## src/design/tts_pkg.sv

```systemverilog
`default_nettype none
package tts_pkg;

    localparam int SLOT_COUNT_DEF = 8;
    localparam int COUNT_BITS_DEF = 8;
    localparam int MAX_SLOTS      = 8;
    localparam int SLOT_IDX_BITS  = 3;
    localparam int CFG_WIDTH      = 64;
    localparam int CFG_IDX_BITS   = 2;
    localparam int IN_WIDTH       = 16;
    localparam int OUT_WIDTH      = 24;

    localparam logic [2:0] MODE_TICK   = 3'd0;
    localparam logic [2:0] MODE_START  = 3'd1;
    localparam logic [2:0] MODE_STOP   = 3'd2;
    localparam logic [2:0] MODE_FINISH = 3'd3;
    localparam logic [2:0] MODE_PICK   = 3'd4;

    localparam logic [1:0] ST_OK    = 2'd0;
    localparam logic [1:0] ST_ERROR = 2'd1;
    localparam logic [1:0] ST_READY = 2'd2;
    localparam logic [1:0] ST_BAD   = 2'd3;

    localparam logic [CFG_IDX_BITS-1:0] REG_SLOT_IDS     = 2'd0;
    localparam logic [CFG_IDX_BITS-1:0] REG_SLOT_PERIODS = 2'd1;
    localparam logic [CFG_IDX_BITS-1:0] REG_CYCLIC_MASK  = 2'd2;
    localparam logic [CFG_IDX_BITS-1:0] REG_HANDLER_MASK = 2'd3;

    typedef struct packed {
        logic load;
        logic exec;
    } t_ctrl_cmd;

endpackage
`default_nettype wire

```

## src/design/tts_ctrl.sv

```systemverilog
`default_nettype none
module tts_ctrl
    import tts_pkg::*;
(
    input  wire       i_clk,
    input  wire       i_rst_n,
    input  wire       i_s_tvalid,
    output logic      o_s_tready,
    output logic      o_m_tvalid,
    input  wire       i_m_tready,
    output t_ctrl_cmd o_cmd
);

    localparam logic S_IDLE = 1'b0;
    localparam logic S_EXEC = 1'b1;

    logic r_state, n_state;
    logic r_out_valid, n_out_valid;

    always_comb begin
        o_s_tready = (r_state == S_IDLE);
        o_cmd.load = o_s_tready && i_s_tvalid;
        // update only once the output register can take the result
        o_cmd.exec = (r_state == S_EXEC) && (!r_out_valid || i_m_tready);
        n_state = r_state;
        case (r_state)
            S_IDLE: begin
                if (o_cmd.load) begin
                    n_state = S_EXEC;
                end
            end
            S_EXEC: begin
                if (o_cmd.exec) begin
                    n_state = S_IDLE;
                end
            end
            default: n_state = S_IDLE;
        endcase
        if (o_cmd.exec) begin
            n_out_valid = 1'b1;
        end else if (i_m_tready) begin
            n_out_valid = 1'b0;
        end else begin
            n_out_valid = r_out_valid;
        end
    end

    always_ff @(posedge i_clk) begin
        if (!i_rst_n) begin
            r_state     <= S_IDLE;
            r_out_valid <= 1'b0;
        end else begin
            r_state     <= n_state;
            r_out_valid <= n_out_valid;
        end
    end

    assign o_m_tvalid = r_out_valid;

endmodule
`default_nettype wire

```

## src/design/tts_datapath.sv

```systemverilog
`default_nettype none
module tts_datapath
    import tts_pkg::*;
#(
    parameter int SLOT_COUNT = SLOT_COUNT_DEF,
    parameter int COUNT_BITS = COUNT_BITS_DEF
) (
    input  wire                     i_clk,
    input  wire                     i_rst_n,
    input  wire                     i_cfg_we,
    input  wire  [CFG_IDX_BITS-1:0] i_cfg_idx,
    input  wire  [CFG_WIDTH-1:0]    i_cfg_data,
    input  wire  [IN_WIDTH-1:0]     i_item,
    input  wire  t_ctrl_cmd         i_cmd,
    output logic [OUT_WIDTH-1:0]    o_result
);

    localparam logic [SLOT_IDX_BITS:0] SLOTS = (SLOT_IDX_BITS+1)'(SLOT_COUNT);

    logic [CFG_WIDTH-1:0] r_ids, r_periods;
    logic [MAX_SLOTS-1:0] r_cyclic, r_handler;

    logic                     r_on     [SLOT_COUNT];
    logic [COUNT_BITS-1:0]    r_count  [SLOT_COUNT];
    logic [1:0]               r_status [SLOT_COUNT];
    logic [SLOT_IDX_BITS-1:0] r_last;

    logic                     n_on     [SLOT_COUNT];
    logic [COUNT_BITS-1:0]    n_count  [SLOT_COUNT];
    logic [1:0]               n_status [SLOT_COUNT];
    logic [SLOT_IDX_BITS-1:0] n_last;

    logic [IN_WIDTH-1:0]  r_item;
    logic [OUT_WIDTH-1:0] r_result, n_result;

    logic [2:0]               mode;
    logic [7:0]               task_id;
    logic [SLOT_IDX_BITS-1:0] done_slot;
    logic [1:0]               ret_status;

    logic                     found;
    logic [SLOT_IDX_BITS-1:0] found_idx;
    logic                     gvalid;
    logic [SLOT_IDX_BITS-1:0] grant;
    logic [SLOT_IDX_BITS:0]   cand;
    logic [MAX_SLOTS-1:0]     ready_mask, error_mask;

    assign mode       = r_item[2:0];
    assign task_id    = r_item[10:3];
    assign done_slot  = r_item[13:11];
    assign ret_status = r_item[15:14];

    always_ff @(posedge i_clk) begin
        if (!i_rst_n) begin
            r_ids     <= '0;
            r_periods <= '0;
            r_cyclic  <= '0;
            r_handler <= '1;
        end else if (i_cfg_we) begin
            case (i_cfg_idx)
                REG_SLOT_IDS:     r_ids     <= i_cfg_data;
                REG_SLOT_PERIODS: r_periods <= i_cfg_data;
                REG_CYCLIC_MASK:  r_cyclic  <= i_cfg_data[MAX_SLOTS-1:0];
                REG_HANDLER_MASK: r_handler <= i_cfg_data[MAX_SLOTS-1:0];
                default: ;
            endcase
        end
    end

    always_comb begin
        // lowest-numbered matching slot wins
        found     = 1'b0;
        found_idx = '0;
        for (int i = SLOT_COUNT - 1; i >= 0; i--) begin
            if (r_ids[8*i +: 8] == task_id) begin
                found     = 1'b1;
                found_idx = SLOT_IDX_BITS'(i);
            end
        end

        // round-robin after the last grant, nearest candidate assigned last
        gvalid = 1'b0;
        grant  = '0;
        cand   = '0;
        for (int k = SLOT_COUNT; k >= 1; k--) begin
            cand = {1'b0, r_last} + (SLOT_IDX_BITS+1)'(k);
            if (cand >= SLOTS) begin
                cand = cand - SLOTS;
            end
            if (r_status[cand[SLOT_IDX_BITS-1:0]] == ST_READY
                    && r_handler[cand[SLOT_IDX_BITS-1:0]]) begin
                gvalid = 1'b1;
                grant  = cand[SLOT_IDX_BITS-1:0];
            end
        end
    end

    always_comb begin
        for (int i = 0; i < SLOT_COUNT; i++) begin
            n_on[i]     = r_on[i];
            n_count[i]  = r_count[i];
            n_status[i] = r_status[i];
        end
        n_last = r_last;

        case (mode)
            MODE_TICK: begin
                for (int i = 0; i < SLOT_COUNT; i++) begin
                    if (r_on[i] && r_status[i] != ST_READY) begin
                        if (r_count[i] != '0) begin
                            n_count[i] = r_count[i] - COUNT_BITS'(1);
                        end
                        if (n_count[i] == '0) begin
                            n_status[i] = ST_READY;
                        end
                    end
                end
            end
            MODE_START: begin
                if (found) begin
                    n_on[found_idx]    = 1'b1;
                    n_count[found_idx] = r_periods[8*found_idx +: COUNT_BITS];
                end
            end
            MODE_STOP: begin
                if (found) begin
                    n_on[found_idx]    = 1'b0;
                    n_count[found_idx] = '0;
                end
            end
            MODE_FINISH: begin
                if ({1'b0, done_slot} < SLOTS) begin
                    n_status[done_slot] = (ret_status == ST_BAD) ? ST_ERROR : ret_status;
                    if (r_cyclic[done_slot]) begin
                        n_count[done_slot] = r_periods[8*done_slot +: COUNT_BITS];
                    end else begin
                        n_on[done_slot] = 1'b0;
                    end
                end
            end
            MODE_PICK: begin
                if (gvalid) begin
                    n_last = grant;
                end
            end
            default: ;
        endcase

        ready_mask = '0;
        error_mask = '0;
        for (int i = 0; i < SLOT_COUNT; i++) begin
            ready_mask[i] = (n_status[i] == ST_READY);
            error_mask[i] = (n_status[i] == ST_ERROR);
        end

        n_result = {3'b000,
                    (mode == MODE_START || mode == MODE_STOP) && found,
                    (mode == MODE_PICK) && gvalid,
                    ((mode == MODE_PICK) && gvalid) ? grant : SLOT_IDX_BITS'(0),
                    error_mask,
                    ready_mask};
    end

    always_ff @(posedge i_clk) begin
        if (!i_rst_n) begin
            for (int i = 0; i < SLOT_COUNT; i++) begin
                r_on[i]     <= 1'b0;
                r_count[i]  <= '0;
                r_status[i] <= ST_OK;
            end
            r_last <= SLOT_IDX_BITS'(SLOT_COUNT - 1);
        end else if (i_cmd.exec) begin
            for (int i = 0; i < SLOT_COUNT; i++) begin
                r_on[i]     <= n_on[i];
                r_count[i]  <= n_count[i];
                r_status[i] <= n_status[i];
            end
            r_last <= n_last;
        end
    end

    always_ff @(posedge i_clk) begin
        if (i_cmd.load) begin
            r_item <= i_item;
        end
        if (i_cmd.exec) begin
            r_result <= n_result;
        end
    end

    assign o_result = r_result;

endmodule
`default_nettype wire

```

## src/design/tick_task_ready_scheduler_top.sv

```systemverilog
// the controller runs a capture then update sequence: the accepted item is
// registered, then the update step writes the result register; no new item is
// accepted until the update is done, and a held result stalls the update step
// reset (synchronous, active low): all slots off, counts zero, status ok,
// last grant at the highest slot, handler mask all ones, other config registers zero
`default_nettype none
module tick_task_ready_scheduler_top
    import tts_pkg::*;
#(
    parameter int SLOT_COUNT = SLOT_COUNT_DEF,
    parameter int COUNT_BITS = COUNT_BITS_DEF
) (
    input  wire                     i_clk,
    input  wire                     i_rst_n,
    input  wire                     i_cfg_we,
    input  wire  [CFG_IDX_BITS-1:0] i_cfg_idx,
    input  wire  [CFG_WIDTH-1:0]    i_cfg_data,
    input  wire                     i_s_tvalid,
    output logic                    o_s_tready,
    // mode[2:0], task_id[10:3], done_slot[13:11], returned_status[15:14]
    input  wire  [IN_WIDTH-1:0]     i_s_tdata,
    output logic                    o_m_tvalid,
    input  wire                     i_m_tready,
    // ready_mask[7:0], error_mask[15:8], grant_slot[18:16], grant_valid[19],
    // id_found[20], zero pad[23:21]
    output logic [OUT_WIDTH-1:0]    o_m_tdata
);

    t_ctrl_cmd cmd;

    tts_ctrl u_ctrl (
        .i_clk      (i_clk),
        .i_rst_n    (i_rst_n),
        .i_s_tvalid (i_s_tvalid),
        .o_s_tready (o_s_tready),
        .o_m_tvalid (o_m_tvalid),
        .i_m_tready (i_m_tready),
        .o_cmd      (cmd)
    );

    tts_datapath #(
        .SLOT_COUNT (SLOT_COUNT),
        .COUNT_BITS (COUNT_BITS)
    ) u_datapath (
        .i_clk      (i_clk),
        .i_rst_n    (i_rst_n),
        .i_cfg_we   (i_cfg_we),
        .i_cfg_idx  (i_cfg_idx),
        .i_cfg_data (i_cfg_data),
        .i_item     (i_s_tdata),
        .i_cmd      (cmd),
        .o_result   (o_m_tdata)
    );

endmodule
`default_nettype wire
```

## config.mk

```make
export PLATFORM = sky130hd
export DESIGN_NAME = tick_task_ready_scheduler_top
export DESIGN_NICKNAME = d
export VERILOG_FILES = /design/src/design/tts_pkg.sv /design/src/design/tts_ctrl.sv /design/src/design/tts_datapath.sv /design/src/design/tick_task_ready_scheduler_top.sv
export SDC_FILE = /design/constraint.sdc
export NUM_CORES = 1
export LEC_CHECK = 0
export BUFFER_PORTS_ARGS = -buffer_cell sky130_fd_sc_hd__buf_2
export CAP_MARGIN = 15
export CORE_ASPECT_RATIO = 0.7
export CORE_MARGIN = 2
export CORE_UTILIZATION = 50
export DETAILED_ROUTE_END_ITERATION = 16
export GPL_TIMING_DRIVEN = 0
export PLACE_DENSITY = 0.71
export SETUP_SLACK_MARGIN = 0.2
export SYNTH_ARGS = -nofsm -noshare
export SYNTH_HDL_FRONTEND = slang
export SYNTH_SLANG_ARGS = --single-unit
```

## constraint.sdc

```tcl
create_clock -name i_clk -period 3.1 [get_ports i_clk]
set_input_delay 0.155 -clock i_clk [delete_from_list [all_inputs] [get_ports i_clk]]
set_output_delay 0.155 -clock i_clk [all_outputs]
set_load 0.1 [all_outputs]
```

# == Yosys cells after proc, flatten, opt, wreduce, memory -nomap -nowiden ==
# Memory sizes are Yosys's and may differ from the RTL's.
# Index checks and enable logic that the tools add are counted.
# classes
addsub,24
mul,0
div,0
magnitude_cmp,21
eq_ne,48
n_shift,2
muxes,162
bitwise,34
n_reduce_logical,49
# ops
operator,count
2-to-1 mux 8 bit,45
case mux 64 bit (4 select lines),1
2-to-1 mux 64 bit,3
bitwise mux 64 bit,2
indexed part select 64 x 7 -> 8 bit,2
2-to-1 mux 3 bit,24
AND 64 bit,1
equality test 8 bit,8
logical NOT 8 bit,8
inverter 64 bit,1
nonzero test 8 bit,8
subtractor 8 x 1 -> 8 bit (second input constant),8
2-to-1 mux 2 bit,26
demux 8 bit (select 3 bit),2
2-to-1 mux 1 bit,43
greater-or-equal comparator 4 bit (second input constant),10
equality test 2 bit (second input constant),19
less-than comparator 3 x 4 -> 1 bit (second input constant),9
case mux 16 bit (2 select lines),1
binary-select mux 1 bit (select 3 bit),9
bitwise OR 1 bit,24
case mux 8 bit (3 select lines),1
subtractor 3 x 1 -> 3 bit (second input constant),8
logical AND 1 bit,22
26 further kinds,55
# word_totals
reg_bits,186
latch_bits,0
mem_bits_rw,88
romBits,0
input_bits,87
wordCells,353
mem_count,3
# memory_table
name,depth,width,read_ports,rd_clocked_by_memory_dff,wr,line_no,rtl
u_datapath.r_count,8,8,8,0,8,tts_datapath.sv:24,logic [COUNT_BITS-1:0] r_count [SLOT_COUNT];
u_datapath.r_status,8,2,16,0,8,tts_datapath.sv:25,logic [1:0] r_status [SLOT_COUNT];
u_datapath.r_on,8,1,8,0,8,tts_datapath.sv:23,logic r_on [SLOT_COUNT];

# == Logic depth before layout (Yosys ltp) ==
# Gate-level depths: netlist of the first run.
# depth
ltp_word,19
mapped_depth,12
mapped_depth_nobuf,10

# == By module ==
# A second synthesis of the first run with hierarchy kept.
# unflattened
cells_unflattened,1918
area_unflattened_um2,16492.1
# modules_own_cells
mod,instances,cells_each,area_per_inst_um2,seq_area_each_um2
tts_datapath,1,1908,16382.0,6696.4
tts_ctrl,1,10,110.1,40.0

# == Least setup slack after synthesis of the first run ==
# OpenSTA, ideal clock, no wires.
# synth_timing
kind,flip-flop to flip-flop
from,"reg u_ctrl.r_out_valid, in the netlist u_ctrl.o_m_tvalid"
to,mem u_datapath.r_count[0][32] (netlist bit) (enable)
t_arrival_ps,2700
t_required_ps,2716
path_slack_ps,16
stages_incl_launch_ff,6
period_less_slack_ps,3084
path_cell_list,dfxtp_1 > nand2b_1 > and2_1 > clkbuf_1 > o2111ai_1 > o21ai_0
# synth_rtl
element,line_no,rtl
"start, declared",tts_ctrl.sv:18,"logic r_out_valid, n_out_valid;"
"start signal, assigned",tts_ctrl.sv:54,r_out_valid <= n_out_valid;
"end, declared",tts_datapath.sv:24,

==> impl_metrics.toml, run 1 <==
[cells_and_area]
mostFrequentLayoutCells = "nand2_1, dfxtp_1, nor2_1"
area_growth_pct = 25.6
nets = 2262
post-route-util = 0.638
final_common_cell = "nand2_1"
stdcell_count = 2606
drive_gt1_frac = 0.191
diodes = 0

[global_routing]
antenna_found_initial = 0
grtUsageTotal = 0.341
grt_pass1_wl_um = 88700
grt_pass1_vias = 15059
grt_max_degree = 27
overflow = 0

[cts]
clk_path_buf_depth = 3
cts-root-buf = "clkbuf_16"
cts_buffers = 29
clk_pin_slew_ns = 0.06
cts_tree = "done"
clk_latency_ns = 0.58
cts_max_level = 1
clock_sink_count = 274

[floorplanning]
dieWidth_um = 220
die_y_um = 155
pin_count = 113
die_area_um2 = 34300
initial_core_util = 0.508
rows = 55
core-area_um2 = 32300

[timing]
fin_skew_ns = 0.0157
slew_headroom = 0.245
fin_crit_sh = 0.986
drv_slew = 0
period_minus_slack_ns = 3.06
hold_violations = 0
rsz0062_at_grt = "true"
setup_violations = 0
tightestPinTransition_ns = 1.13
whs_ns = 0.222
fmax_ghz = 0.327
layout_setup_ws_ns = 0.0442

[synth]
synth_cells = 1875
netlist_area_um2 = 16400
async_reset_ff_frac = 0
yosys_warnings = 0
synth.distinct_cells = 93
synth_edf_count = 125
ys_ff_latch = 274
postSynthAreaPerCell_um2 = 8.74
synthFlopType = "dfxtp_1"
synth-seq-area-share = 0.411

[detailed_routing]
first_pass_iters = 6
final_antenna_net_count = 0
wl_per_cell_um = 23.2
vias_per_cell = 6.26
drc = 0
dr.first_iter.drc_count = 1972
routed_wl_um = 60600
via_count = 16323

[pwr]
cellPowerDensity_nw_per_um2 = 474
power_frac_seq = 0.434
internal-power_w = 0.00672
ir_drop_mv = 0.547
clkPwrFrac = 0.359
p_comb_frac = 0.207
p_sw_frac = 0.312
p_switching_w = 0.00304
power.leakage_nw = 7.66

[setup_path]
critPathRequiredTime_ns = 3.42
r2r_cells = 13
crit_arrival_ns = 3.37
critPathMaxFanout = 7
end_kind = "flop"
path_class = "flop to flop"
critPathLaunchType = "flop"

[hold_path]
hold_path.class = "primary input to flop"
whs_path_depth = 4

[placement]
dpl.hpwl_um = 43400
dp.cells = 2417
port_buffers = 109
place_worst_setup_slack_ns = -0.899
gp_congestion = 0.974

[run_status]
status = "completed"

[flow_run]
maxCapViolCount = 0
==> cells in the mapped netlist (all sizes together), types with 28 or more instances <==
| cell | instances | area share |
|---|---|---|
| mux2i | 52 | 0.032 |
| clkbuf | 91 | 0.021 |
| inv | 28 | 0.0066 |
| xor2 | 52 | 0.028 |
| xnor2 | 50 | 0.027 |
| o21ai | 89 | 0.027 |
| nor2b | 32 | 0.012 |
| a21boi | 133 | 0.061 |
| a221oi | 43 | 0.024 |
| nor3 | 32 | 0.010 |
| nor2 | 155 | 0.036 |
| a21oi | 64 | 0.020 |
| edfxtp | 125 | 0.23 |
| nand3 | 43 | 0.013 |
| dfxtp | 149 | 0.18 |
| nand2 | 386 | 0.088 |
==> what timing repair did <==
| item | 4_1_cts | 5_1_grt |
|---|---|---|
| pin swaps | 19 | 50 |
| hold buffers | 82 | 0 |
| gates resized for setup | 83 | 120 |
| hold endpoints to repair | 162 | 0 |
| buffers inserted | 17 | 37 |
| setup endpoints to repair | 162 | 156 |
==> path summary, 6_finish.rpt <==
check        slack, ns                                   end                              start
max               0.04   u_datapath.r_on[3][0]$_SDFFCE_PN0P_     u_datapath.r_item[6]$_DFFE_PP_
min               0.22  u_datapath.r_periods[2]$_SDFFE_PN0P_                       i_cfg_idx[1]
max reg2reg       0.04   u_datapath.r_on[3][0]$_SDFFCE_PN0P_     u_datapath.r_item[6]$_DFFE_PP_
min reg2reg       0.47     u_datapath.r_ids[22]$_SDFFE_PN0P_  u_datapath.r_ids[22]$_SDFFE_PN0P_
==> power by group through the flow <==
stage,combinational (W),sequential [W],clock (W)
floorplan,0.00109,0.00435,0
global placement,0.00167,0.00428,0
detailed placement,0.00170,0.00429,0
CTS,0.00186,0.00421,0.00349
global route,0.00215,0.00425,0.00366
finish,0.00202,0.00423,0.00350
==> flip-flops by register name (all words and copies together) (netlist names), 16 cells and up <==
signal,flops
u_datapath.o_result,21
u_datapath.r_count,64
u_datapath.r_ids,64
u_datapath.r_item,16
u_datapath.r_periods,64
u_datapath.r_status,16
==> worst max-delay path: stages, from the launching register on <==
cell,delay [ns]
edfxtp_1,0.42
buf_8,0.17
xor2_2,0.15
nor4_2,0.37
buf_4,0.23
a211oi_4,0.09
o2111a_2,0.32
buf_6,0.13
nor4_4,0.22
buf_4,0.18
buf_6,0.10
mux2_4,0.30
nand2_2,0.07
a21oi_2,0.05
==> metrics by stage <==
stage,cell area (um^2),setup TNS (ns),power [W]
4_1_cts,19800,0,0.00957
3_3_place_gp,17500,-58.01,0.00595
6_report,20600,0,0.00976
3_5_place_dp,17500,-55.67,0.00599
2_1_floorplan,16400,0,0.00543
5_1_grt,20600,0,0.0101
==> routing by layer <==
layer	vias up	global-route usage	routed length (um)
met3	169	0.0700	7180
met2	1021	0.503	25600
li1	7300	-	-
met5	-	0	0
met4	0	0.0981	2000
met1	7833	0.503	25800
==> cell families after synthesis <==
logic type | Yosys count | synth area share
compound gates | 469 | 0.202
fa+ha+maj | 18 | 0.0137
simple gates | 786 | 0.223
buf+inv | 146 | 0.0385
flops | 274 | 0.411
xor+xnor | 102 | 0.0545
other cells | 1 | 0.000229
mux | 79 | 0.0579
==> layout make-up <==
| cell class | count | area, um^2 |
|---|---|---|
| plain buffers | 116 | 597 |
| repair buffers | 249 | 1900 |
| inverters | 30 | 118 |
| well taps | 427 | 534 |
| flip-flops and latches | 274 | 6740 |
| clock inverters | 15 | 71.3 |
| clock buffers | 38 | 863 |
| multi-input cells | 1457 | 9770 |
| fillers | 2660 | 11700 |
Power figures use the tool's default switching activity.
==> run 2, diff against run 1 <==
Settings changed: CORE_ASPECT_RATIO 0.7 to 0.8.
==> run 2 against run 1 <==
  * Total power rose by 1.9%
  * First-iteration DRC count is 5.4% higher
  * Critical path depth shrank 1
  * Combinational power hardly changed
  * Critical path type unchanged
  * Clock-buffer cell count increased by 8
  * Clock power rose by 5.7%
  * Global-route usage shrank 0.63 points
  * Fmax is 2.4% higher
  * Sequential power hardly changed
  * Largest power group unchanged
  * Register-to-register slack better by 0.07 ns
  * Sequential share of layout area decreased by 0.21 points
  * Non-clock buffer count grew 3
==> impl_metrics.toml, run 2 (same netlist as run 1, synthesis figures left out) <==
[run_status]
status = "completed"

[setup_path]
path_class = "flop to flop"
critPathRequiredTime_ns = 3.42
critPathSlowestCell = "edfxtp_1"
critPathLaunchType = "flop"
crit_arrival_ns = 3.31
critPathMaxFanout = 8
max_stage_delay_ns = 0.40
end_kind = "flop"
crit_chain = "buf_8 > xor2_4 > nor4_4 > buf_4 > a211oi_4 > o2111a_2 > buf_12 > nor4_4 > buf_4 > o22ai_4 > a221oi_2 > nor2b_1"

[global_routing]
overflow = 0
grt_max_degree = 27
antenna_found_initial = 0
grt_pass1_wl_um = 88000
grt_pass1_vias = 15086
grtUsageTotal = 0.335

[cells_and_area]
nets = 2266
top_regs = "u_datapath.r_count (64), u_datapath.r_ids (64), u_datapath.r_periods (64)"
area_growth_pct = 26.4
diodes = 0
n_fill_cell = 2643
mostFrequentLayoutCells = "nand2_1, dfxtp_1, nor2_1"
drive_gt1_frac = 0.190
final_area_um2 = 20700
final_common_cell = "nand2_1"

[cts]
cts_buffers = 30
clock_sink_count = 274
clk_pin_slew_ns = 0.07
clk_path_buf_depth = 3
cts-root-buf = "clkbuf_16"
clk_latency_ns = 0.58
cts_tree = "done"
cts_max_level = 1

[detailed_routing]
via_count = 16219
routed_wl_um = 59400
first_pass_iters = 7
vias_per_cell = 6.21
final_antenna_net_count = 0
dr.first_iter.drc_count = 2078
wl_per_cell_um = 22.7
drc = 0

[floorplanning]
pin_count = 113
initial_core_util = 0.506
rows = 59
core-area_um2 = 32400
dieWidth_um = 206
die_area_um2 = 34300
die_y_um = 166

[timing]
slew_headroom = 0.259
drv_slew = 0
fin_skew_ns = 0.0154
fmax_ghz = 0.335
fin_crit_sh = 0.963
hold_violations = 0
tightestPinTransition_ns = 1.11
period_minus_slack_ns = 2.99
rsz0062_at_grt = "true"
setup_violations = 0

[pwr]
p_total_w = 0.00995
ir_drop_mv = 0.374
power.leakage_nw = 7.68
cellPowerDensity_nw_per_um2 = 480

[placement]
dpl.hpwl_um = 42600
gp_congestion = 0.998
port_buffers = 109
placed_cell_area_um2 = 17500

[flow_run]
maxCapViolCount = 0

[hold_path]
hold_path.class = "primary input to flop"
-- run 2: layout make-up --
class	count	area [um^2]	share of cell area
plain buffers	116	583	0.0281
clock inverters	10	81.3	0.00392
inverters	30	118	0.00568
clock buffers	46	925	0.0446
multi-input cells	1457	9750	0.470
repair buffers	252	2000	0.0963
flip-flops and latches	274	6740	0.325
well taps	427	534	0.0258
-- run 2: metrics by stage --
stage	setup TNS [ns]	util	std cells	worst slack, ns	hold WS (ns)
after floorplan	0	-	1877	0.251	0.254
after global placement	-59.13	0.539	2413	-1.08	0.331
after detailed placement	-50.70	0.541	2418	-0.900	0.333
after CTS	0	0.618	2579	0.169	0.178
after global routing	0	0.639	2612	0.00476	0.226
final	0	0.639	2612	0.115	0.207
-- run 2: worst max-delay path: cells and delay by family (launching register included) --
family	cells	cell delay [ns]
AO/OA/AOI/OAI	4	0.76
AND/OR/NAND/NOR	3	0.70
buffers and inverters	4	0.69
flip-flops	1	0.40
XOR/XNOR	1	0.16
-- run 2: power breakdown --
part	switching, W	internal, W	total (W)
logic	0.00125	0.000773	0.00202
clock network	0.00156	0.00214	0.00370
registers	0.000223	0.00401	0.00423
-- run 2: timing repair --
| item | 4_1_cts | 5_1_grt |
|---|---|---|
| hold buffers | 82 | 0 |
| buffers inserted | 23 | 32 |
| hold endpoints to repair | 162 | 0 |
| pin swaps | 22 | 56 |
| gates resized for setup | 87 | 103 |
| endpoints found under the setup margin | 159 | 160 |
-- run 2: per-layer routing --
layer  global-route usage  share of wire  vias up
met5                    0              0        -
met4                0.122          0.041        0
met3               0.0761           0.11      173
met2                0.493           0.43      970
met1                0.480           0.41     7767
li1                     -              -     7309
-- run 2: final timing paths --
kind | to | from | slack [ns] | depth (start not counted)
setup / recovery | u_datapath.r_count[0][53]$_SDFFCE_PN0P_ | u_datapath.r_item[10]$_DFFE_PP_ | 0.11 | 12
hold / removal | u_datapath.r_periods[2]$_SDFFE_PN0P_ | i_cfg_idx[1] | 0.21 | 4
setup reg to reg | u_datapath.r_count[0][53]$_SDFFCE_PN0P_ | u_datapath.r_item[10]$_DFFE_PP_ | 0.11 | 12
hold reg to reg | u_datapath.r_ids[17]$_SDFFE_PN0P_ | u_datapath.r_ids[17]$_SDFFE_PN0P_ | 0.48 | 2
